`src/rtl/quoted_token_splitter_unit_macros.svh`:
```
// Assertion macros shared by the quoted token splitter RTL.
// No dependencies; included by modules that carry concurrent checks.
`ifndef QUOTED_TOKEN_SPLITTER_UNIT_MACROS_SVH
`define QUOTED_TOKEN_SPLITTER_UNIT_MACROS_SVH

// Same-cycle implication, disabled during reset.
`define QTS_ASSERT_NOW(lbl, clk, rst, ante, cons, msg) \
   lbl: assert property (@(posedge clk) disable iff (rst) (ante) |-> (cons)) else $error(msg);

// Next-cycle implication, disabled during reset.
`define QTS_ASSERT_NEXT(lbl, clk, rst, ante, cons, msg) \
   lbl: assert property (@(posedge clk) disable iff (rst) (ante) |=> (cons)) else $error(msg);

`endif

```
`src/rtl/qts_pkg.sv`:
```
// Shared types, codes and helpers for the quoted token splitter.
// No dependencies; used by every module in rtl/.
package qts_pkg;

   typedef struct packed {
      logic [7:0] in_byte;
      logic       line_end;
   } req_type;

   typedef struct packed {
      logic [7:0] out_byte;
      logic       byte_valid;
      logic       token_end;
   } rsp_type;

   typedef struct packed {
      logic [7:0] delimiter_byte;
      logic       fold_upper;
      logic       quote_mode;
      logic [7:0] escape_byte;
   } cfg_type;

   // Handshake between the lexer stage and the result register.
   typedef struct packed {
      logic    load;
      rsp_type data;
   } out_load_type;

   typedef enum logic [2:0] {
      PH_TOKEN       = 3'b001,
      PH_AFTER_QUOTE = 3'b010,
      PH_SKIP_WS     = 3'b100
   } phase_type;

   localparam int unsigned CSR_INDEX_W = 2;

   localparam logic [CSR_INDEX_W-1:0] CSR_DELIMITER = 2'd0;
   localparam logic [CSR_INDEX_W-1:0] CSR_FOLD      = 2'd1;
   localparam logic [CSR_INDEX_W-1:0] CSR_QUOTE     = 2'd2;
   localparam logic [CSR_INDEX_W-1:0] CSR_ESCAPE    = 2'd3;

   localparam logic [7:0] DQUOTE        = 8'd34;
   localparam logic [7:0] SQUOTE        = 8'd39;
   localparam logic [7:0] ESCAPE_RESET  = 8'd92;
   localparam logic [7:0] CASE_OFFSET   = 8'd32;
   localparam logic [7:0] LOWER_A       = 8'd97;
   localparam logic [7:0] LOWER_Z       = 8'd122;
   localparam logic [7:0] SPACE         = 8'd32;
   localparam logic [7:0] TAB           = 8'd9;
   localparam logic [7:0] CR            = 8'd13;

   function automatic logic is_ws(input logic [7:0] b);
      return (b == SPACE) || ((b >= TAB) && (b <= CR));
   endfunction

endpackage

```
`src/rtl/qts_csr.sv`:
```
// Configuration registers of the quoted token splitter.
// Depends on qts_pkg.
module qts_csr (
   input  logic                                clock,
   input  logic                                reset,
   input  logic                                csr_we,
   input  logic [qts_pkg::CSR_INDEX_W-1:0]     csr_index,
   input  logic [7:0]                          csr_wdata,
   output qts_pkg::cfg_type                    cfg
);

   qts_pkg::cfg_type cfg_ff, cfg_in;

   always_comb begin
      cfg_in = cfg_ff;
      if (csr_we) begin
         case (csr_index)
            qts_pkg::CSR_DELIMITER: cfg_in.delimiter_byte = csr_wdata;
            qts_pkg::CSR_FOLD:      cfg_in.fold_upper     = csr_wdata[0];
            qts_pkg::CSR_QUOTE:     cfg_in.quote_mode     = csr_wdata[0];
            qts_pkg::CSR_ESCAPE:    cfg_in.escape_byte    = csr_wdata;
            default:                cfg_in = cfg_ff;
         endcase
      end
   end

   always_ff @(posedge clock) begin
      if (reset) begin
         cfg_ff.delimiter_byte <= 8'd0;
         cfg_ff.fold_upper     <= 1'b1;
         cfg_ff.quote_mode     <= 1'b0;
         cfg_ff.escape_byte    <= qts_pkg::ESCAPE_RESET;
      end else begin
         cfg_ff <= cfg_in;
      end
   end

   assign cfg = cfg_ff;

endmodule

```
`src/rtl/qts_lexer.sv`:
```
// Input register, lexer state and the per-byte token logic.
// Depends on qts_pkg and quoted_token_splitter_unit_macros.svh.
`include "quoted_token_splitter_unit_macros.svh"

module qts_lexer (
   input  logic                  clock,
   input  logic                  reset,
   input  qts_pkg::cfg_type      cfg,
   input  logic                  req_valid,
   output logic                  req_ready,
   input  qts_pkg::req_type      req_data,
   input  logic                  out_can_take,
   output qts_pkg::out_load_type out_load
);

   logic               in_valid_ff, in_valid_in;
   qts_pkg::req_type   in_item_ff;
   qts_pkg::phase_type phase_ff, phase_in;
   logic               in_quotes_ff, in_quotes_in;
   logic               esc_ff, esc_in;
   logic [7:0]         open_quote_ff, open_quote_in;

   logic             advance;
   logic             emit;
   qts_pkg::rsp_type res;
   logic [7:0]       b;
   logic             b_ws, b_delim, quoting, take, close_q;

   assign advance   = in_valid_ff & out_can_take;
   assign req_ready = ~in_valid_ff | advance;
   assign in_valid_in = (req_valid & req_ready) | (in_valid_ff & ~advance);

   assign b       = in_item_ff.in_byte;
   assign b_ws    = qts_pkg::is_ws(b);
   assign b_delim = (cfg.delimiter_byte != 8'd0) && (b == cfg.delimiter_byte);
   assign quoting = cfg.quote_mode & in_quotes_ff;

   always_comb begin
      phase_in      = phase_ff;
      in_quotes_in  = in_quotes_ff;
      esc_in        = esc_ff;
      open_quote_in = open_quote_ff;
      emit          = 1'b0;
      res           = '0;
      take          = 1'b0;
      close_q       = 1'b0;
      if (in_item_ff.line_end) begin
         // line end: close an open token, then back to line start
         emit          = (phase_ff != qts_pkg::PH_AFTER_QUOTE) &&
                         (phase_ff != qts_pkg::PH_SKIP_WS);
         res.token_end = 1'b1;
         phase_in      = qts_pkg::PH_TOKEN;
         in_quotes_in  = 1'b0;
         esc_in        = 1'b0;
         open_quote_in = 8'd0;
      end else begin
         case (phase_ff)
            qts_pkg::PH_AFTER_QUOTE: begin
               if (b_ws || b_delim) phase_in = qts_pkg::PH_SKIP_WS;
               else take = 1'b1;
            end
            qts_pkg::PH_SKIP_WS: take = ~b_ws;
            default:             take = 1'b1;
         endcase
         if (take) begin
            emit = 1'b1;
            if (!quoting && (b_ws || b_delim)) begin
               in_quotes_in  = 1'b0;
               esc_in        = 1'b0;
               phase_in      = qts_pkg::PH_SKIP_WS;
               res.token_end = 1'b1;
            end else begin
               phase_in = qts_pkg::PH_TOKEN;
               if (cfg.quote_mode) begin
                  if (quoting) begin
                     if (esc_ff) begin
                        esc_in = 1'b0;
                     end else if (b == cfg.escape_byte) begin
                        esc_in = 1'b1;
                     end else if (b == open_quote_ff) begin
                        in_quotes_in = 1'b0;
                        close_q      = 1'b1;
                     end
                  end else if (b == qts_pkg::DQUOTE || b == qts_pkg::SQUOTE) begin
                     in_quotes_in  = 1'b1;
                     open_quote_in = b;
                     esc_in        = 1'b0;
                  end
               end
               res.byte_valid = 1'b1;
               res.token_end  = close_q;
               res.out_byte   = (cfg.fold_upper && b >= qts_pkg::LOWER_A &&
                                 b <= qts_pkg::LOWER_Z) ? b - qts_pkg::CASE_OFFSET : b;
               if (close_q) begin
                  esc_in   = 1'b0;
                  phase_in = qts_pkg::PH_AFTER_QUOTE;
               end
            end
         end
      end
   end

   always_ff @(posedge clock) begin
      if (reset) begin
         in_valid_ff   <= 1'b0;
         phase_ff      <= qts_pkg::PH_TOKEN;
         in_quotes_ff  <= 1'b0;
         esc_ff        <= 1'b0;
         open_quote_ff <= 8'd0;
      end else begin
         in_valid_ff <= in_valid_in;
         if (advance) begin
            phase_ff      <= phase_in;
            in_quotes_ff  <= in_quotes_in;
            esc_ff        <= esc_in;
            open_quote_ff <= open_quote_in;
         end
      end
   end

   always_ff @(posedge clock) begin
      if (req_valid && req_ready) in_item_ff <= req_data;
   end

   assign out_load.load = advance & emit;
   assign out_load.data = res;

   `QTS_ASSERT_NOW(a_esc_in_span, clock, reset, esc_ff, in_quotes_ff,
      "escape pending outside a quoted span")
   `QTS_ASSERT_NOW(a_after_quote_closed, clock, reset, phase_ff == qts_pkg::PH_AFTER_QUOTE,
      !in_quotes_ff && !esc_ff, "span still open after close quote")
   `QTS_ASSERT_NEXT(a_line_end_clears, clock, reset, advance && in_item_ff.line_end,
      phase_ff == qts_pkg::PH_TOKEN && !in_quotes_ff && open_quote_ff == 8'd0,
      "line end did not return state to line start")
   `QTS_ASSERT_NEXT(a_hold_stalled, clock, reset, in_valid_ff && !advance,
      in_valid_ff && $stable(in_item_ff), "stalled input item lost or changed")

endmodule

```
`src/rtl/qts_out_reg.sv`:
```
// Result register of the quoted token splitter.
// Depends on qts_pkg.
module qts_out_reg (
   input  logic                  clock,
   input  logic                  reset,
   input  qts_pkg::out_load_type out_load,
   output logic                  out_can_take,
   output logic                  rsp_valid,
   input  logic                  rsp_ready,
   output qts_pkg::rsp_type      rsp_data
);

   logic             valid_ff, valid_in;
   qts_pkg::rsp_type data_ff;

   assign out_can_take = ~valid_ff | rsp_ready;
   assign valid_in     = out_load.load | (valid_ff & ~rsp_ready);

   always_ff @(posedge clock) begin
      if (reset) valid_ff <= 1'b0;
      else       valid_ff <= valid_in;
   end

   always_ff @(posedge clock) begin
      if (out_load.load) data_ff <= out_load.data;
   end

   assign rsp_valid = valid_ff;
   assign rsp_data  = data_ff;

endmodule

```
`src/rtl/quoted_token_splitter_unit.sv`:
```
// Quoted token splitter: cuts a byte stream of command lines into tokens,
// one byte per transfer, at a sustained one transfer per clock while rsp_ready
// allows. Each byte is captured in an input register, classified and run
// through the lexer state (phase, open quote, escape) in one short
// combinational step, and any result lands in an output register. A byte
// that ends no token and carries no character (skipped whitespace, a
// swallowed delimiter after a close quote, a line end between tokens) gives
// no response transfer but still passes through the input register.
// Back-pressure on rsp_ready stalls the input register and thus req_ready.
// The csr port writes delimiter_byte, fold_upper, quote_mode and
// escape_byte (indexes 0..3); write only while idle.
// Depends on qts_pkg, qts_csr, qts_lexer and qts_out_reg.
module quoted_token_splitter_unit (
   input  logic                              clock,
   input  logic                              reset,
   // request channel: one line byte or line end per transfer
   input  logic                              req_valid,
   output logic                              req_ready,
   input  qts_pkg::req_type                  req_data,
   // response channel: token character and/or token end
   output logic                              rsp_valid,
   input  logic                              rsp_ready,
   output qts_pkg::rsp_type                  rsp_data,
   // configuration write port
   input  logic                              csr_we,
   input  logic [qts_pkg::CSR_INDEX_W-1:0]   csr_index,
   input  logic [7:0]                        csr_wdata
);

   qts_pkg::cfg_type      cfg;
   qts_pkg::out_load_type out_load;
   logic                  out_can_take;

   // configuration registers, reset to delimiter none, folding on,
   // quotes off, escape backslash
   qts_csr u_csr (
      .clock     (clock),
      .reset     (reset),
      .csr_we    (csr_we),
      .csr_index (csr_index),
      .csr_wdata (csr_wdata),
      .cfg       (cfg)
   );

   // input register plus the token state machine
   qts_lexer u_lexer (
      .clock        (clock),
      .reset        (reset),
      .cfg          (cfg),
      .req_valid    (req_valid),
      .req_ready    (req_ready),
      .req_data     (req_data),
      .out_can_take (out_can_take),
      .out_load     (out_load)
   );

   // result register; frees whenever the consumer takes the transfer
   qts_out_reg u_out (
      .clock        (clock),
      .reset        (reset),
      .out_load     (out_load),
      .out_can_take (out_can_take),
      .rsp_valid    (rsp_valid),
      .rsp_ready    (rsp_ready),
      .rsp_data     (rsp_data)
   );

endmodule
```
`config.mk`:
```
export PLATFORM = sky130hd
export DESIGN_NAME = quoted_token_splitter_unit
export DESIGN_NICKNAME = d
export VERILOG_FILES = /design/src/rtl/qts_pkg.sv /design/src/rtl/qts_csr.sv /design/src/rtl/qts_lexer.sv /design/src/rtl/qts_out_reg.sv /design/src/rtl/quoted_token_splitter_unit.sv
export VERILOG_INCLUDE_DIRS = /design/src /design/src/rtl
export SDC_FILE = /design/constraint.sdc
export NUM_CORES = 1
export LEC_CHECK = 0
export ABC_AREA = 0
export BUFFER_PORTS_ARGS = -buffer_cell sky130_fd_sc_hd__buf_2
export CAP_MARGIN = 10
export CORE_MARGIN = 10
export CORE_UTILIZATION = 40
export DETAILED_ROUTE_END_ITERATION = 8
export SLEW_MARGIN = 30
export SYNTH_ARGS = -nofsm -noshare
export SYNTH_HDL_FRONTEND = slang
export SYNTH_SLANG_ARGS = --single-unit
```
`constraint.sdc`:
```
create_clock -name clock -period 3 [get_ports clock]
set_clock_uncertainty 0.05 [all_clocks]
set_input_delay 0.75 -clock clock [delete_from_list [all_inputs] [get_ports clock]]
set_output_delay 0.75 -clock clock [all_outputs]
set_load 0.01 [all_outputs]
```
==> Word-level counts from Yosys, hierarchy flattened <==
Index checks and enable logic that the tools add are counted.
{ "op_classes": {"addsub": 1, "order_cmp": 4, "eq_ne": 18, "muxes": 47, "bitwise": 16, "reduce_logical": 32} }
{ "ops": {"columns": ["operator", "n"], "rows": [
  ["8-bit 2-to-1 mux", 7],
  ["1-bit 2-to-1 mux", 33],
  ["8-bit by 6-bit equality test with 1-bit output, second input constant", 3],
  ["8-bit equality test", 3],
  ["3-bit 2-to-1 mux", 5],
  ["4-bit by 3-bit inequality test with 1-bit output, second input constant", 3],
  ["3-bit nonzero test", 3],
  ["8-bit by 4-bit greater-or-equal comparator with 1-bit output, second input constant", 1],
  ["8-bit by 7-bit greater-or-equal comparator with 1-bit output, second input constant", 1],
  ["8-bit by 4-bit less-or-equal comparator with 1-bit output, second input constant", 1],
  ["8-bit by 7-bit less-or-equal comparator with 1-bit output, second input constant", 1],
  ["2-bit AND reduction", 4],
  ["4-bit nonzero test", 2],
  ["8-bit nonzero test", 1],
  ["8-bit by 6-bit subtractor with 8-bit output, second input constant", 1],
  ["1-bit logical AND", 7],
  ["7-bit AND reduction", 1],
  ["1-bit AND", 6],
  ["1-bit inverter", 6],
  ["6-bit AND reduction", 1],
  ["2-bit nonzero test", 3],
  ["5-bit nonzero test", 1],
  ["2-bit equality test, second input constant", 2],
  ["2-bit by 1-bit inequality test with 1-bit output, second input constant", 2],
  ["other kinds (15)", 20]
]} }
{ "word_totals": {"reg_bits": 52, "inputBits": 24, "out_inout_bits": 12, "word_cells": 133} }

==> Longest topological paths before layout <==
{ "logic_depth": {"word_depth": 13, "ltp_mapped": 9, "depth_no_buf": 8} }

==> Hierarchy <==
From an unflattened synthesis, not the netlist that was laid out.
{ "unflattened": {"cells_unflattened": 251, "area_unflattened_um2": 2587.5} }
{ "by_module_without_submodules": {"columns": ["mod", "instances", "cells_per_inst", "area_each_um2", "seq_area_each_um2"], "rows": [
  ["qts_lexer", 1, 160, 1466.4, 550.5],
  ["qts_csr", 1, 77, 774.5, 360.3],
  ["qts_out_reg", 1, 14, 346.6, 320.3]
]} }

==> Least setup slack after synthesis <==
OpenSTA, ideal clock, no wires.
{ "synth_path": {"path_kind": "register to register", "from": "register u_lexer.in_item_ff, in the netlist u_lexer.b[1]", "to": "register u_lexer.esc_ff", "setup_ps": 121, "arrival_time_ps": 2222, "t_required_ps": 2829, "setup_slack_ps": 606, "stages_incl_launch_ff": 8, "n_path_buf": 1, "period_less_slack_ps": 2394, "path_cell_list": "edfxtp_1 -> buf_6 -> or3_4 -> or4_4 -> and2_4 -> a31o_2 -> o21ai_1 -> mux2_4"} }
{ "synth_via": {"elab_chain_cells": 13, "word_cells_on_any_way": 38, "cone_classes": "order compare (2); eq/ne (6); mux (19); bitwise (1); reduce/logical (10)"} }
{ "synth_rtl": {"columns": ["item", "line", "text"], "rows": [
  ["from (decl)", "qts_lexer.sv:17", "qts_pkg::req_type in_item_ff;"],
  ["from (signal assigned)", "qts_lexer.sv:122", "if (req_valid && req_ready) in_item_ff <= req_data;"],
  ["8-bit equality test", "qts_lexer.sv:80", "end else if (b == open_quote_ff) begin"],
  ["1-bit 2-to-1 mux", "qts_lexer.sv:80", null],
  ["1-bit 2-to-1 mux", "qts_lexer.sv:78", "end else if (b == cfg.escape_byte) begin"],
  ["1-bit 2-to-1 mux", "qts_lexer.sv:76", "if (esc_ff) begin"],
  ["1-bit 2-to-1 mux", "qts_lexer.sv:75", "if (quoting) begin"],
  ["1-bit 2-to-1 mux", "qts_lexer.sv:74", "if (cfg.quote_mode) begin"],
  ["1-bit 2-to-1 mux", "qts_lexer.sv:67", "if (!quoting && (b_ws || b_delim)) begin"],
  ["1-bit 2-to-1 mux", "qts_lexer.sv:65", "if (take) begin"],
  ["1-bit 2-to-1 mux", "qts_lexer.sv:47", "if (in_item_ff.line_end) begin"],
  ["1-bit 2-to-1 mux", "qts_lexer.sv:94", "if (close_q) begin"],
  ["1-bit 2-to-1 mux", "qts_lexer.sv:67", null],
  ["1-bit 2-to-1 mux", "qts_lexer.sv:65", null],
  ["1-bit 2-to-1 mux", "qts_lexer.sv:47", null],
  ["to (signal assigned)", "qts_lexer.sv:115", "esc_ff <= esc_in;"],
  ["to (decl)", "qts_lexer.sv:20", "logic esc_ff, esc_in;"]
]} }
Several ways; a longest one is shown, not always the timed one. The select of a mux whose other input is x is not followed.
A chain may end at the register's enable or synchronous reset.

==> results.toml <==
[clock_network]
clk_root_buffer_cell = "sky130_fd_sc_hd__clkbuf_8"
clk_latency_ns = 0.31
cts_max_path_buffers = 2
cts_setup_buffers = 0
post_cts_resize_count = 0
cts-buffers-inserted = 5
clock_sinks = 52
clk_pin_slew_ns = 0.09
cts.htree.levels = 2
clock_tree_from_tritoncts = "yes"
cts_hold_buffers = 0

[pwr]
power.share.sequential_pct = 55.9
p_leak_nw = 1.180
internal_power_mw = 1.071
power.share.switching_pct = 23.91
power.share.clock_pct = 34.0
total_chip_power_mw = 1.408
sw_pwr_mw = 0.3368
power.density_cell_area_nw_per_um2 = 486.4
vdd_drop_max_v = 0.0002069
comb_power_share_pct = 10.1

[placement]
gp_routability_congestion = 0.8435
detailed_place_hpwl_mm = 4.379
placement.io_buffers = 35

[critical_path]
category_of_the_worst_setup_path_capture_point = "flip-flop"
critical_path_class = "flip-flop to flip-flop"
worst-endpoint-arrival_ns = 2.51
worstSetupStartpointType = "flip-flop"
crit_fanout = 10
cp.required_ns = 2.90

[layout]
mostFrequentLayoutCell = "sky130_fd_sc_hd__buf_2"
fin_nets = 320
nFillCells = 606
mostFrequentLayoutCells = "sky130_fd_sc_hd__buf_2 (35), sky130_fd_sc_hd__dfxtp_1 (33), sky130_fd_sc_hd__nand2_1 (30)"
antennaDiodeCount = 0
drive_above_1_share_pct = 19.66
areaGrowthSynthToFinish_pct = 13.88

[floorplan]
num_rows = 28
design.die.area_um2 = 9945
dieHeight_um = 99.73
floorplan.die.width_um = 99.73
start_util_pct = 41.95
placeable_core_region_um2 = 6061
io-pin-count = 36

[routing]
num_vias = 1953
antenna_violating_nets_post_route = 0
post_drt_wl_per_cell_um = 15.70
detail_route.wirelength_mm = 5.810
first_iter_violations = 129
vias_per_cell = 5.278
drc = 0
firstDrtPassIters = 4

[synth]
postSynthRegisterBits = 52
syn-mean-instance-area_um2 = 9.741
ys_seq_area_share_pct = 48.43
syn_nets = 287
synth_flop_cell = "sky130_fd_sc_hd__dfxtp_1"
async_flop_share_pct = 0
synth_area_um2 = 2542
post_synth_num_cell_types = 49
yosysWarningCount = 0
synth-edff-count = 19
postSynthCellCount = 261

[sta]
report.final.setup_viol = 0
timing.setup.tns_ns = 0
fin_crit_sh_pct = 86.99
fmax_mhz = 383.2
finalHoldViolCount = 0
slew_headroom_pct = 51.31
final.min_clock_period_ns = 2.610
rsz0062_at_grt = "false"
worstMarginPinSlew_ns = 0.7277
report.final.slew_viol_count = 0

[grt]
first_pass_grt_wire_length_mm = 9.425
grt_max_degree = 30
antenna_found_initial = 0
globalRoute.totalOverflow = 0
global_route.usage.total_pct = 11.54
first_global_vias = 1886

[status]
outcome = "finished clean"

[worst_hold_path]
holdCritPathClass = "flip-flop to flip-flop"

[run]
maxCapViolations = 0
==> stage by stage <==
| stage | worst slack [ns] | instance area (um2) | utilization [%] | hold slack, ns | cells |
|---|---|---|---|---|---|
| global route | 0.2341 | 2895 | 47.77 | 0.4559 | 370 |
| finish | 0.3902 | 2895 | 47.77 | 0.4272 | 370 |
| global placement | 0.4739 | 2784 | 45.93 | 0.4143 | 362 |
| detailed placement | 0.4017 | 2784 | 45.93 | 0.4146 | 362 |
| CTS | 0.3925 | 2895 | 47.77 | 0.4297 | 370 |
| floorplan | 0.6064 | 2542 | - | 0.3966 | 261 |
==> cell type report <==
| class | instances | area, um2 | share of cell area [%] |
|---|---|---|---|
| multi-input combinational | 192 | 1235 | 42.65 |
| sequential | 52 | 1231 | 42.52 |
| timing repair buffer | 40 | 212.7 | 7.347 |
| tap | 75 | 93.84 | 3.241 |
| clock buffer | 5 | 68.82 | 2.377 |
| clock inverter | 3 | 42.54 | 1.469 |
| inverter | 3 | 11.26 | 0.3889 |
==> worst max-delay path: stages (launching register included) <==
cell                       delay (ns)
sky130_fd_sc_hd__edfxtp_1        0.56
sky130_fd_sc_hd__or3_4           0.40
sky130_fd_sc_hd__nand4_1         0.15
sky130_fd_sc_hd__nand2_1         0.13
sky130_fd_sc_hd__a211oi_1        0.33
sky130_fd_sc_hd__nor2_1          0.07
sky130_fd_sc_hd__nor2_1          0.57
==> state kept, by name, indices dropped and copies added (netlist names) <==
signal / flops
u_out.rsp_data: 10
u_out.rsp_valid: 1
u_csr.cfg: 18
u_lexer.esc_ff: 1
u_lexer.b: 8
u_lexer.in_valid_ff: 1
u_lexer.in_item_ff: 1
u_lexer.phase_ff: 3
u_lexer.in_quotes_ff: 1
u_lexer.open_quote_ff: 8
==> routing by layer <==
| metal | part of all wire [%] | vias to the layer above | GRT usage (%) |
|---|---|---|---|
| met5 | 0 | - | 0 |
| met4 | 1.8 | 0 | 3.859 |
| met3 | 7.2 | 13 | 3.599 |
| met2 | 45 | 68 | 17.27 |
| met1 | 46 | 895 | 15.31 |
| li1 | - | 977 | - |
==> final timing paths <==
check | to | cells past startpoint | slack (ns) | start
setup / recovery | u_out.rsp_data[2] | 6 | 0.39 | u_lexer.b[2]
hold / removal | u_csr.cfg[5] | 2 | 0.43 | u_csr.cfg[5]
setup reg to reg | u_out.rsp_data[2] | 6 | 0.39 | u_lexer.b[2]
hold reg to reg | u_csr.cfg[5] | 2 | 0.43 | u_csr.cfg[5]
==> cell families after synthesis <==
kind of cell,synth area share (%)
compound gates,10.63
fa+ha+maj,0.9841
simple gates,23.43
buf+inv,3.002
mux,4.921
flops,48.43
xor+xnor,8.612
==> cells in the mapped netlist, types with 3 or more instances <==
| library cell | count | area share [%] |
|---|---|---|
| sky130_fd_sc_hd__a21o_1 | 3 | 0.89 |
| sky130_fd_sc_hd__a21oi_1 | 11 | 2.2 |
| sky130_fd_sc_hd__and2_1 | 10 | 2.5 |
| sky130_fd_sc_hd__and3_1 | 3 | 0.74 |
| sky130_fd_sc_hd__clkbuf_1 | 10 | 1.5 |
| sky130_fd_sc_hd__dfxtp_1 | 33 | 26 |
| sky130_fd_sc_hd__edfxtp_1 | 19 | 22 |
| sky130_fd_sc_hd__inv_1 | 3 | 0.44 |
| sky130_fd_sc_hd__mux2i_1 | 11 | 4.3 |
| sky130_fd_sc_hd__nand2_1 | 30 | 4.4 |
| sky130_fd_sc_hd__nand2b_1 | 6 | 1.5 |
| sky130_fd_sc_hd__nand3_1 | 5 | 0.98 |
| sky130_fd_sc_hd__nand3b_1 | 5 | 1.5 |
| sky130_fd_sc_hd__nand4_1 | 3 | 0.74 |
| sky130_fd_sc_hd__nor2_1 | 25 | 3.7 |
| sky130_fd_sc_hd__nor2b_1 | 5 | 1.2 |
| sky130_fd_sc_hd__nor3_1 | 4 | 0.79 |
| sky130_fd_sc_hd__nor3b_1 | 4 | 1.2 |
| sky130_fd_sc_hd__nor4_1 | 6 | 1.5 |
| sky130_fd_sc_hd__o21ai_0 | 6 | 1.2 |
| sky130_fd_sc_hd__xnor2_1 | 9 | 3.1 |
| sky130_fd_sc_hd__xor2_1 | 16 | 5.5 |
==> power by group through the flow <==
stage | clock network (mW) | logic [mW] | registers (mW)
6_report | 0.479 | 0.143 | 0.787
5_1_grt | 0.519 | 0.161 | 0.791
4_1_cts | 0.492 | 0.143 | 0.787
3_5_place_dp | 0 | 0.142 | 0.803
3_3_place_gp | 0 | 0.142 | 0.803
2_1_floorplan | 0 | 0.103 | 0.790
Power figures use the tool's default switching activity.
